<file path="config.mk">
export PLATFORM = sky130hd
export DESIGN_NAME = ext_register_file_memory_mapper
export DESIGN_NICKNAME = d
export VERILOG_FILES = /design/src/design/emm_pkg.sv /design/src/design/emm_ram.sv /design/src/design/emm_mirror.sv /design/src/design/ext_register_file_memory_mapper.sv
export SDC_FILE = /design/constraint.sdc
export NUM_CORES = 2
export LEC_CHECK = 0
export ABC_AREA = 1
export BUFFER_PORTS_ARGS = -buffer_cell sky130_fd_sc_hd__buf_2
export CORE_MARGIN = 3
export CORE_UTILIZATION = 25
export DETAILED_ROUTE_END_ITERATION = 7
export PLACE_DENSITY = 0.52
export SLEW_MARGIN = 20
export SYNTH_ARGS = -nofsm -noshare
export SYNTH_HDL_FRONTEND = slang
export SYNTH_SLANG_ARGS = --single-unit
</file>
<file path="constraint.sdc">
create_clock -name clock -period 3.8 [get_ports clock]
set_input_delay 0.76 -clock clock [delete_from_list [all_inputs] [get_ports clock]]
set_output_delay 0.76 -clock clock [all_outputs]
set_load 0.02 [all_outputs]
</file>
<file path="src/design/emm_pkg.sv">
// shared types, register indexes and decode functions of the extended register file
// and memory mapper; used by emm_mirror and ext_register_file_memory_mapper
package emm_pkg;

   localparam int unsigned REG_COUNT = 256;
   localparam int unsigned REG_WIDTH = 8;

   localparam logic [7:0] REG_VCONFIG   = 8'h00;
   localparam logic [7:0] REG_PAGE0     = 8'h10;
   localparam logic [7:0] REG_PAGE1     = 8'h11;
   localparam logic [7:0] REG_PAGE2     = 8'h12;
   localparam logic [7:0] REG_PAGE3     = 8'h13;
   localparam logic [7:0] REG_SYSCONFIG = 8'h20;
   localparam logic [7:0] REG_MEMCONFIG = 8'h21;

   localparam logic [1:0] KIND_WRITE_REG  = 2'd0;
   localparam logic [1:0] KIND_READ_REG   = 2'd1;
   localparam logic [1:0] KIND_WRITE_PORT = 2'd2;

   localparam logic [8:0] FULL_WIDTH    = 9'd360;
   localparam logic [8:0] FULL_HEIGHT   = 9'd288;
   localparam logic [4:0] ROM_PAGE_MASK = 5'd31;

   typedef struct packed {
      logic [1:0] size_sel;
      logic [1:0] video_mode;
      logic [7:0] page0;
      logic [7:0] page1;
      logic [7:0] page2;
      logic [7:0] page3;
      logic [1:0] turbo_sel;
      logic       mem_ram;
      logic       mem_nomap;
      logic       shadow_bit4;
   } map_type;

   function automatic logic [7:0] reg_default(input logic [7:0] idx);
      logic [7:0] v;
      case (idx)
         8'h01, REG_PAGE1: v = 8'd5;
         8'h07:            v = 8'd15;
         REG_PAGE2:        v = 8'd2;
         REG_MEMCONFIG:    v = 8'd4;
         REG_SYSCONFIG, 8'h22, 8'h2A: v = 8'd1;
         default:          v = 8'd0;
      endcase
      return v;
   endfunction

   function automatic logic [8:0] size_width(input logic [1:0] sel);
      logic [8:0] v;
      case (sel)
         2'd0:    v = 9'd256;
         2'd1:    v = 9'd320;
         2'd2:    v = 9'd320;
         default: v = 9'd360;
      endcase
      return v;
   endfunction

   function automatic logic [8:0] size_height(input logic [1:0] sel);
      logic [8:0] v;
      case (sel)
         2'd0:    v = 9'd192;
         2'd1:    v = 9'd200;
         2'd2:    v = 9'd240;
         default: v = 9'd288;
      endcase
      return v;
   endfunction

   function automatic logic [2:0] turbo_decode(input logic [1:0] sel);
      logic [2:0] v;
      case (sel)
         2'd0:    v = 3'd1;
         2'd1:    v = 3'd2;
         default: v = 3'd4;
      endcase
      return v;
   endfunction

endpackage

</file>
<file path="src/design/emm_ram.sv">
// generic single-port-write, single-port-read ram with registered read data
// no dependencies
module emm_ram #(
   parameter int unsigned WIDTH = 8,
   parameter int unsigned DEPTH = 256
) (
   input  logic                     clock,
   input  logic                     wr_en,
   input  logic [$clog2(DEPTH)-1:0] wr_addr,
   input  logic [WIDTH-1:0]         wr_data,
   input  logic                     rd_en,
   input  logic [$clog2(DEPTH)-1:0] rd_addr,
   output logic [WIDTH-1:0]         rd_data
);

   logic [WIDTH-1:0] mem_ff [DEPTH];
   logic [WIDTH-1:0] rd_data_ff;

   always_ff @(posedge clock) begin
      if (wr_en) begin
         mem_ff[wr_addr] <= wr_data;
      end
      if (rd_en) begin
         rd_data_ff <= mem_ff[rd_addr];
      end
   end

   assign rd_data = rd_data_ff;

endmodule

</file>
<file path="src/design/emm_mirror.sv">
// copies of the mapping, video and turbo registers plus the legacy port shadow bit
// depends on emm_pkg
module emm_mirror (
   input  logic            clock,
   input  logic            reset,
   input  logic            beat,
   input  logic [1:0]      kind,
   input  logic [7:0]      reg_index,
   input  logic [7:0]      write_value,
   output emm_pkg::map_type map
);

   emm_pkg::map_type map_ff;
   emm_pkg::map_type map_in;

   always_comb begin
      map_in = map_ff;
      if (beat && kind == emm_pkg::KIND_WRITE_REG) begin
         case (reg_index)
            emm_pkg::REG_VCONFIG: begin
               map_in.size_sel   = write_value[7:6];
               map_in.video_mode = write_value[1:0];
            end
            emm_pkg::REG_PAGE0: map_in.page0 = write_value;
            emm_pkg::REG_PAGE1: map_in.page1 = write_value;
            emm_pkg::REG_PAGE2: map_in.page2 = write_value;
            emm_pkg::REG_PAGE3: begin
               map_in.page3       = write_value;
               map_in.shadow_bit4 = write_value[4];
            end
            emm_pkg::REG_SYSCONFIG: map_in.turbo_sel = write_value[1:0];
            emm_pkg::REG_MEMCONFIG: begin
               map_in.mem_ram     = write_value[3];
               map_in.mem_nomap   = write_value[2];
               map_in.shadow_bit4 = write_value[0];
            end
            default: ;
         endcase
      end else if (beat && kind == emm_pkg::KIND_WRITE_PORT) begin
         map_in.shadow_bit4 = write_value[4];
      end
   end

   always_ff @(posedge clock) begin
      if (reset) begin
         map_ff.size_sel    <= 2'd0;
         map_ff.video_mode  <= 2'd0;
         map_ff.page0       <= emm_pkg::reg_default(emm_pkg::REG_PAGE0);
         map_ff.page1       <= emm_pkg::reg_default(emm_pkg::REG_PAGE1);
         map_ff.page2       <= emm_pkg::reg_default(emm_pkg::REG_PAGE2);
         map_ff.page3       <= emm_pkg::reg_default(emm_pkg::REG_PAGE3);
         map_ff.turbo_sel   <= 2'd1;
         map_ff.mem_ram     <= 1'b0;
         map_ff.mem_nomap   <= 1'b1;
         map_ff.shadow_bit4 <= 1'b0;
      end else begin
         map_ff <= map_in;
      end
   end

   assign map = map_ff;

endmodule

</file>
<file path="src/design/ext_register_file_memory_mapper.sv">
// Extended register file and memory mapper. An item is taken on every cycle in which no
// item is pending or the response register is free or being drained; the pending item
// then moves to the response register, so the sustained rate is one item per clock while
// rsp_ready holds. Register defaults of the 256x8 ram come from per-entry valid bits
// cleared by reset, so no clearing pass is needed and items are taken right after reset.
// depends on emm_pkg, emm_ram, emm_mirror
module ext_register_file_memory_mapper (
   input  logic       clock,
   input  logic       reset,
   input  logic       req_valid,
   output logic       req_ready,
   input  logic [1:0] req_kind,
   input  logic [7:0] req_reg_index,
   input  logic [7:0] req_write_value,
   input  logic       req_dos_active,
   output logic       rsp_valid,
   input  logic       rsp_ready,
   output logic [7:0] rsp_read_data,
   output logic [7:0] rsp_win0_page,
   output logic       rsp_win0_is_ram,
   output logic [7:0] rsp_win1_page,
   output logic [7:0] rsp_win2_page,
   output logic [7:0] rsp_win3_page,
   output logic [8:0] rsp_pixel_width,
   output logic [8:0] rsp_pixel_height,
   output logic [5:0] rsp_border_width,
   output logic [5:0] rsp_border_height,
   output logic [2:0] rsp_turbo_factor,
   output logic [1:0] rsp_video_mode,
   input  logic       csr_write_enable,
   input  logic       csr_write_data
);

   logic                          beat;
   logic                          out_free;
   logic                          finish;
   logic                          ram_wr;
   logic                          ram_rd;
   logic [7:0]                    ram_q;
   emm_pkg::map_type              map;

   logic                          busy_ff, busy_in;
   logic                          pend_read_ff;
   logic                          pend_dos_ff;
   logic                          pend_vld_ff;
   logic [7:0]                    pend_default_ff;
   logic [emm_pkg::REG_COUNT-1:0] vld_ff, vld_in;
   logic                          sysrom_ff, sysrom_in;
   logic                          rsp_valid_ff, rsp_valid_in;

   logic [7:0] read_data_ff, read_data_in;
   logic [7:0] win0_ff, win0_in;
   logic       win0_ram_ff;
   logic [7:0] win1_ff, win2_ff, win3_ff;
   logic [8:0] width_ff, width_in;
   logic [8:0] height_ff, height_in;
   logic [5:0] bwidth_ff, bwidth_in;
   logic [5:0] bheight_ff, bheight_in;
   logic [2:0] turbo_ff;
   logic [1:0] vmode_ff;
   logic [1:0] rom_low;
   logic [8:0] bw_full;
   logic [8:0] bh_full;

   assign out_free  = !rsp_valid_ff || rsp_ready;
   assign finish    = busy_ff && out_free;
   assign req_ready = !busy_ff || out_free;
   assign beat      = req_valid && req_ready;
   assign ram_wr    = beat && req_kind == emm_pkg::KIND_WRITE_REG;
   assign ram_rd    = beat && req_kind == emm_pkg::KIND_READ_REG;

   emm_ram #(
      .WIDTH (emm_pkg::REG_WIDTH),
      .DEPTH (emm_pkg::REG_COUNT)
   ) u_regs (
      .clock   (clock),
      .wr_en   (ram_wr),
      .wr_addr (req_reg_index),
      .wr_data (req_write_value),
      .rd_en   (ram_rd),
      .rd_addr (req_reg_index),
      .rd_data (ram_q)
   );

   emm_mirror u_mirror (
      .clock       (clock),
      .reset       (reset),
      .beat        (beat),
      .kind        (req_kind),
      .reg_index   (req_reg_index),
      .write_value (req_write_value),
      .map         (map)
   );

   always_comb begin
      busy_in = beat ? 1'b1 : (finish ? 1'b0 : busy_ff);
      vld_in  = vld_ff;
      if (ram_wr) begin
         vld_in[req_reg_index] = 1'b1;
      end
      sysrom_in = csr_write_enable ? csr_write_data : sysrom_ff;
      rsp_valid_in = finish ? 1'b1 : (rsp_ready ? 1'b0 : rsp_valid_ff);

      if (sysrom_ff) begin
         rom_low = 2'b00;
      end else if (pend_dos_ff) begin
         rom_low = 2'b01;
      end else begin
         rom_low = {1'b1, map.shadow_bit4};
      end
      if (map.mem_nomap) begin
         win0_in = {3'b000, map.page0[4:0] & emm_pkg::ROM_PAGE_MASK};
      end else begin
         win0_in = {map.page0[5:0], rom_low};
      end

      if (!pend_read_ff) begin
         read_data_in = 8'd0;
      end else if (pend_vld_ff) begin
         read_data_in = ram_q;
      end else begin
         read_data_in = pend_default_ff;
      end

      width_in   = emm_pkg::size_width(map.size_sel);
      height_in  = emm_pkg::size_height(map.size_sel);
      bw_full    = (emm_pkg::FULL_WIDTH - width_in) >> 1;
      bh_full    = (emm_pkg::FULL_HEIGHT - height_in) >> 1;
      bwidth_in  = bw_full[5:0];
      bheight_in = bh_full[5:0];
   end

   always_ff @(posedge clock) begin
      if (reset) begin
         busy_ff      <= 1'b0;
         vld_ff       <= '0;
         sysrom_ff    <= 1'b1;
         rsp_valid_ff <= 1'b0;
      end else begin
         busy_ff      <= busy_in;
         vld_ff       <= vld_in;
         sysrom_ff    <= sysrom_in;
         rsp_valid_ff <= rsp_valid_in;
      end
   end

   always_ff @(posedge clock) begin
      if (beat) begin
         pend_read_ff    <= req_kind == emm_pkg::KIND_READ_REG;
         pend_dos_ff     <= req_dos_active;
         pend_vld_ff     <= vld_ff[req_reg_index];
         pend_default_ff <= emm_pkg::reg_default(req_reg_index);
      end
      if (finish) begin
         read_data_ff <= read_data_in;
         win0_ff      <= win0_in;
         win0_ram_ff  <= map.mem_ram;
         win1_ff      <= map.page1;
         win2_ff      <= map.page2;
         win3_ff      <= map.page3;
         width_ff     <= width_in;
         height_ff    <= height_in;
         bwidth_ff    <= bwidth_in;
         bheight_ff   <= bheight_in;
         turbo_ff     <= emm_pkg::turbo_decode(map.turbo_sel);
         vmode_ff     <= map.video_mode;
      end
   end

   assign rsp_valid         = rsp_valid_ff;
   assign rsp_read_data     = read_data_ff;
   assign rsp_win0_page     = win0_ff;
   assign rsp_win0_is_ram   = win0_ram_ff;
   assign rsp_win1_page     = win1_ff;
   assign rsp_win2_page     = win2_ff;
   assign rsp_win3_page     = win3_ff;
   assign rsp_pixel_width   = width_ff;
   assign rsp_pixel_height  = height_ff;
   assign rsp_border_width  = bwidth_ff;
   assign rsp_border_height = bheight_ff;
   assign rsp_turbo_factor  = turbo_ff;
   assign rsp_video_mode    = vmode_ff;

`ifndef SYNTHESIS
   // a new response only follows a pending item
   a_rsp_after_item: assert property (@(posedge clock) disable iff (reset)
      $rose(rsp_valid_ff) |-> $past(busy_ff))
      else $error("response raised with no pending item");

   // a stalled pending item is kept
   a_pending_held: assert property (@(posedge clock) disable iff (reset)
      busy_ff && !out_free |=> busy_ff)
      else $error("pending item dropped under stall");

   // turbo factor is always a single power of two
   a_turbo_onehot: assert property (@(posedge clock) disable iff (reset)
      rsp_valid_ff |-> $onehot(rsp_turbo_factor))
      else $error("turbo factor not a power of two");

   // memconfig writes reach the mapping copy
   a_memcfg_mirror: assert property (@(posedge clock) disable iff (reset)
      ram_wr && req_reg_index == emm_pkg::REG_MEMCONFIG
      |=> map.mem_nomap == $past(req_write_value[2]) && map.shadow_bit4 == $past(req_write_value[0]))
      else $error("memconfig copy out of step");
`endif

endmodule
</file>
==> run_summary.xml <==
<?xml version="1.0" encoding="UTF-8"?>
<metrics>
  <group name="global_route">
    <metric name="grt_antenna_before_repair" unit="">15</metric>
    <metric name="grt.total_usage" unit="">0.145</metric>
    <metric name="via_count_of_the_first_global_routing_pass" unit="">64800</metric>
    <metric name="grt_max_degree" unit="">100</metric>
    <metric name="grt_first_pass_wirelength" unit="mm">444</metric>
    <metric name="globalRouteOverflowTotal" unit="">0</metric>
  </group>
  <group name="finish">
    <metric name="nets" unit="">10300</metric>
    <metric name="drive_gt1_frac" unit="">0.101</metric>
    <metric name="mostFrequentLayoutCells" unit="">5,370 x sky130_fd_sc_hd__nand2_1, 2,119 x sky130_fd_sc_hd__edfxtp_1, 609 x sky130_fd_sc_hd__nor2_1</metric>
    <metric name="area_delta_synth_final" unit="%">18.5</metric>
    <metric name="n_fill_cell" unit="">40700</metric>
    <metric name="mostFrequentLayoutCell" unit="">sky130_fd_sc_hd__nand2_1</metric>
  </group>
  <group name="route">
    <metric name="wl" unit="mm">304</metric>
    <metric name="firstDrtPassIters" unit="">6</metric>
    <metric name="route.antenna.remaining_nets" unit="">0</metric>
    <metric name="drc" unit="">0</metric>
    <metric name="drt_iter0_drc" unit="">6290</metric>
    <metric name="detail_route.vias_per_cell" unit="">4.36</metric>
    <metric name="num_vias" unit="">68200</metric>
    <metric name="wl_per_cell" unit="µm">19.4</metric>
  </group>
  <group name="sta">
    <metric name="fmaxAchievable" unit="MHz">344</metric>
    <metric name="timing.final.max_slew_violations" unit="">0</metric>
    <metric name="max-slew-margin-rel" unit="">0.295</metric>
    <metric name="clk_skew" unit="ps">69.9</metric>
    <metric name="period_minus_slack" unit="ps">2910</metric>
    <metric name="rsz0062_at_grt" unit="">no</metric>
    <metric name="setup_tns" unit="ps">0</metric>
    <metric name="final-hold-violation-count" unit="">0</metric>
    <metric name="fin_crit_sh" unit="">0.765</metric>
    <metric name="post-route-worst-setup-slack" unit="ps">894</metric>
    <metric name="report.final.setup_viol" unit="">0</metric>
    <metric name="worst-slew-pin-transition" unit="ps">1050</metric>
  </group>
  <group name="cts">
    <metric name="cts.hold.buffers_added" unit="">0</metric>
    <metric name="cts.sinks" unit="">2417</metric>
    <metric name="number_of_buffers_inserted_during_clock_tree_synthesis" unit="">269</metric>
    <metric name="worstSkewPairLatency" unit="ps">860</metric>
    <metric name="h-tree-depth" unit="">5</metric>
    <metric name="max-clock-path-buffers" unit="">4</metric>
    <metric name="clk_pin_slew" unit="ps">60</metric>
    <metric name="post_cts_buffers" unit="">0</metric>
    <metric name="cts_root_buffer_type" unit="">sky130_fd_sc_hd__clkbuf_16</metric>
    <metric name="post_cts_resize_count" unit="">0</metric>
    <metric name="clock_tree_from_tritoncts" unit="">yes</metric>
  </group>
  <group name="die">
    <metric name="design.portCount" unit="">103</metric>
    <metric name="die-width" unit="µm">636</metric>
    <metric name="initial_standard_cell_utilization_of_the_core" unit="">0.252</metric>
    <metric name="die_area" unit="µm²">404000</metric>
    <metric name="std_cell_rows" unit="">230</metric>
    <metric name="floorplan.core_area" unit="µm²">394000</metric>
    <metric name="die_y" unit="µm">636</metric>
  </group>
  <group name="placement">
    <metric name="hpwl" unit="mm">186</metric>
    <metric name="gp_routability_congestion" unit="">0.844</metric>
    <metric name="port_buffers" unit="">88</metric>
    <metric name="pre_cts_ws" unit="ps">40.0</metric>
  </group>
  <group name="synthesis">
    <metric name="mean_syn_cell_area" unit="µm²">10.1</metric>
    <metric name="post_synth_main_area_contributors" unit="">sky130_fd_sc_hd__edfxtp_1 64%, sky130_fd_sc_hd__nand2_1 20%, sky130_fd_sc_hd__dfxtp_1 6.0%</metric>
    <metric name="synth_top_area_cell" unit="">sky130_fd_sc_hd__edfxtp_1</metric>
    <metric name="synth.yosys.warnings" unit="">0</metric>
    <metric name="seq_area_frac_synth" unit="">0.702</metric>
    <metric name="mappedNetlistArea" unit="µm²">99100</metric>
    <metric name="postSynthCellCount" unit="">9858</metric>
    <metric name="synth.distinct_cells" unit="">30</metric>
    <metric name="synth_top_area_frac" unit="">0.642</metric>
    <metric name="synth.ff_latch_count" unit="">2417</metric>
  </group>
  <group name="power_and_ir_drop">
    <metric name="power.clock.fraction" unit="">0.442</metric>
    <metric name="cellInternalPower" unit="mW">44.6</metric>
    <metric name="switching_share" unit="">0.227</metric>
    <metric name="combPwrFrac" unit="">0.057</metric>
    <metric name="cellPowerDensity" unit="nW/µm²">491</metric>
    <metric name="p_leak" unit="nW">47.8</metric>
    <metric name="ir_worst_vdd" unit="mV">0.358</metric>
    <metric name="power.net_switching" unit="mW">13.1</metric>
    <metric name="seq_power_share" unit="">0.501</metric>
  </group>
  <group name="min_path">
    <metric name="timing.hold.worst.class" unit="">input port to register</metric>
  </group>
  <group name="setup_path">
    <metric name="worst_ep_arrival_time" unit="ps">3500</metric>
    <metric name="cp.required" unit="ps">4390</metric>
    <metric name="endpoint_kind" unit="">register</metric>
    <metric name="timing.setup.critical_path_class" unit="">input port to register</metric>
    <metric name="critical_path_peak_fanout" unit="">39</metric>
    <metric name="kind_of_start_point_of_the_critical_path" unit="">input port</metric>
  </group>
  <group name="run">
    <metric name="timing.max_cap.violations" unit="">0</metric>
  </group>
  <group name="status">
    <metric name="status" unit="">finished clean</metric>
  </group>
</metrics>
==> metrics by stage <==
| stage | cell area (µm²) | cells | util | power (mW) | hold slack (ps) |
|---|---|---|---|---|---|
| final | 117000 | 15700 | 0.298 | 57.7 | 124 |
| after global routing | 117000 | 15700 | 0.298 | 59.5 | 94.5 |
| after CTS | 117000 | 15700 | 0.298 | 58.3 | 49.3 |
| after detailed placement | 109000 | 15200 | 0.277 | 32.8 | 410 |
| after global placement | 109000 | 15200 | 0.277 | 32.8 | 408 |
| after floorplan | 99200 | 9870 | - | 31.1 | 403 |
==> cell families (layout without fill, tap and decap cells) <==
logic type | count (synthesis) | count (layout) | share of synthesized area
fa+ha+maj | 5 | 5 | 0.000631
other cells | 2 | 18 | 0.0000758
simple gates | 6229 | 6229 | 0.240
flops | 2417 | 2417 | 0.702
compound gates | 445 | 445 | 0.0226
buf+inv | 759 | 1327 | 0.0342
xor+xnor | 1 | 1 | 0.0000884
==> per-layer routing <==
layer | share of wire | global-route usage | vias to the layer above
met2 | 0.47 | 0.238 | 1915
li1 | - | - | 32700
met1 | 0.45 | 0.200 | 33200
met3 | 0.060 | 0.0225 | 401
met5 | 0 | 0 | -
met4 | 0.026 | 0.0380 | 0
==> layout make-up <==
class / count / area [µm²] / share of cell area
Inverter: 232 / 928 / 0.00791
Clock buffer: 381 / 7610 / 0.0648
Tap cell: 5220 / 6530 / 0.0556
Sequential cell: 2417 / 69600 / 0.593
Antenna cell: 4 / 10.0 / 0.0000852
Clock inverter: 99 / 898 / 0.00765
Timing Repair Buffer: 615 / 5630 / 0.0480
Multi-Input combinational cell: 6694 / 26200 / 0.223
==> Yosys cell counts <==
cell type,instances
sky130_fd_sc_hd__inv_4,2
sky130_fd_sc_hd__o31ai_1,1
sky130_fd_sc_hd__conb_1,2
sky130_fd_sc_hd__clkbuf_1,175
sky130_fd_sc_hd__dfxtp_1,298
sky130_fd_sc_hd__nand3_1,212
sky130_fd_sc_hd__nor2_4,3
sky130_fd_sc_hd__buf_1,45
sky130_fd_sc_hd__inv_2,16
sky130_fd_sc_hd__nand2_2,7
sky130_fd_sc_hd__nand4_2,8
sky130_fd_sc_hd__buf_6,12
sky130_fd_sc_hd__buf_4,30
sky130_fd_sc_hd__nor2_8,1
sky130_fd_sc_hd__xor2_1,1
sky130_fd_sc_hd__a21oi_1,63
sky130_fd_sc_hd__clkinv_1,1
sky130_fd_sc_hd__nor2_1,612
sky130_fd_sc_hd__ha_1,5
sky130_fd_sc_hd__nor2_2,9
sky130_fd_sc_hd__o21ai_1,187
sky130_fd_sc_hd__inv_1,213
sky130_fd_sc_hd__nand2_1,5371
sky130_fd_sc_hd__o211ai_1,4
sky130_fd_sc_hd__nand3_2,1
sky130_fd_sc_hd__buf_2,265
sky130_fd_sc_hd__o21ai_0,188
sky130_fd_sc_hd__nor3_1,5
sky130_fd_sc_hd__edfxtp_1,2119
sky130_fd_sc_hd__o22ai_1,2
==> power groups by stage <==
stage | registers [mW] | logic [mW] | clock network [mW]
6_report | 28.9 | 3.31 | 25.5
5_1_grt | 28.9 | 3.61 | 27.0
4_1_cts | 28.9 | 3.35 | 26.0
3_5_place_dp | 29.5 | 3.34 | 0
2_1_floorplan | 29.5 | 1.58 | 0
3_3_place_gp | 29.5 | 3.34 | 0
==> state kept, by name, summed over array words and instances (netlist names), 4 cells and up <==
register,count
rsp_win0_page,8
u_regs.rd_data,8
u_regs.mem_ff,2048
vld_ff,256
rsp_win2_page,8
rsp_win3_page,8
u_mirror.map,39
pend_default_ff,4
rsp_pixel_height,4
rsp_win1_page,8
rsp_read_data,8
==> final timing paths <==
kind                          from               endpoint  slack [ps]  cells past startpoint
hold reg to reg    u_mirror.map[5]       rsp_win3_page[0]         430                      0
hold / removal    csr_write_enable              sysrom_ff         120                      2
setup reg to reg         rsp_valid  u_regs.mem_ff[108][0]        1020                      9
setup / recovery  req_reg_index[0]      u_regs.rd_data[2]         890                     16
==> critical path, cell delays in order <==
cell                      delay, ps
sky130_fd_sc_hd__buf_8          250
sky130_fd_sc_hd__inv_16         190
sky130_fd_sc_hd__buf_12         230
sky130_fd_sc_hd__buf_4          230
sky130_fd_sc_hd__nand2_1         80
sky130_fd_sc_hd__nand2_1         50
sky130_fd_sc_hd__nand2_1         50
sky130_fd_sc_hd__nand2_1         50
sky130_fd_sc_hd__nand2_1        130
sky130_fd_sc_hd__nand2_1         70
sky130_fd_sc_hd__o21ai_1        250
sky130_fd_sc_hd__nand2_1        200
sky130_fd_sc_hd__nor2_1         170
sky130_fd_sc_hd__nor2_1         170
sky130_fd_sc_hd__nor2_1         420
sky130_fd_sc_hd__nand2_1        110
(Power assumes the default switching activity.)
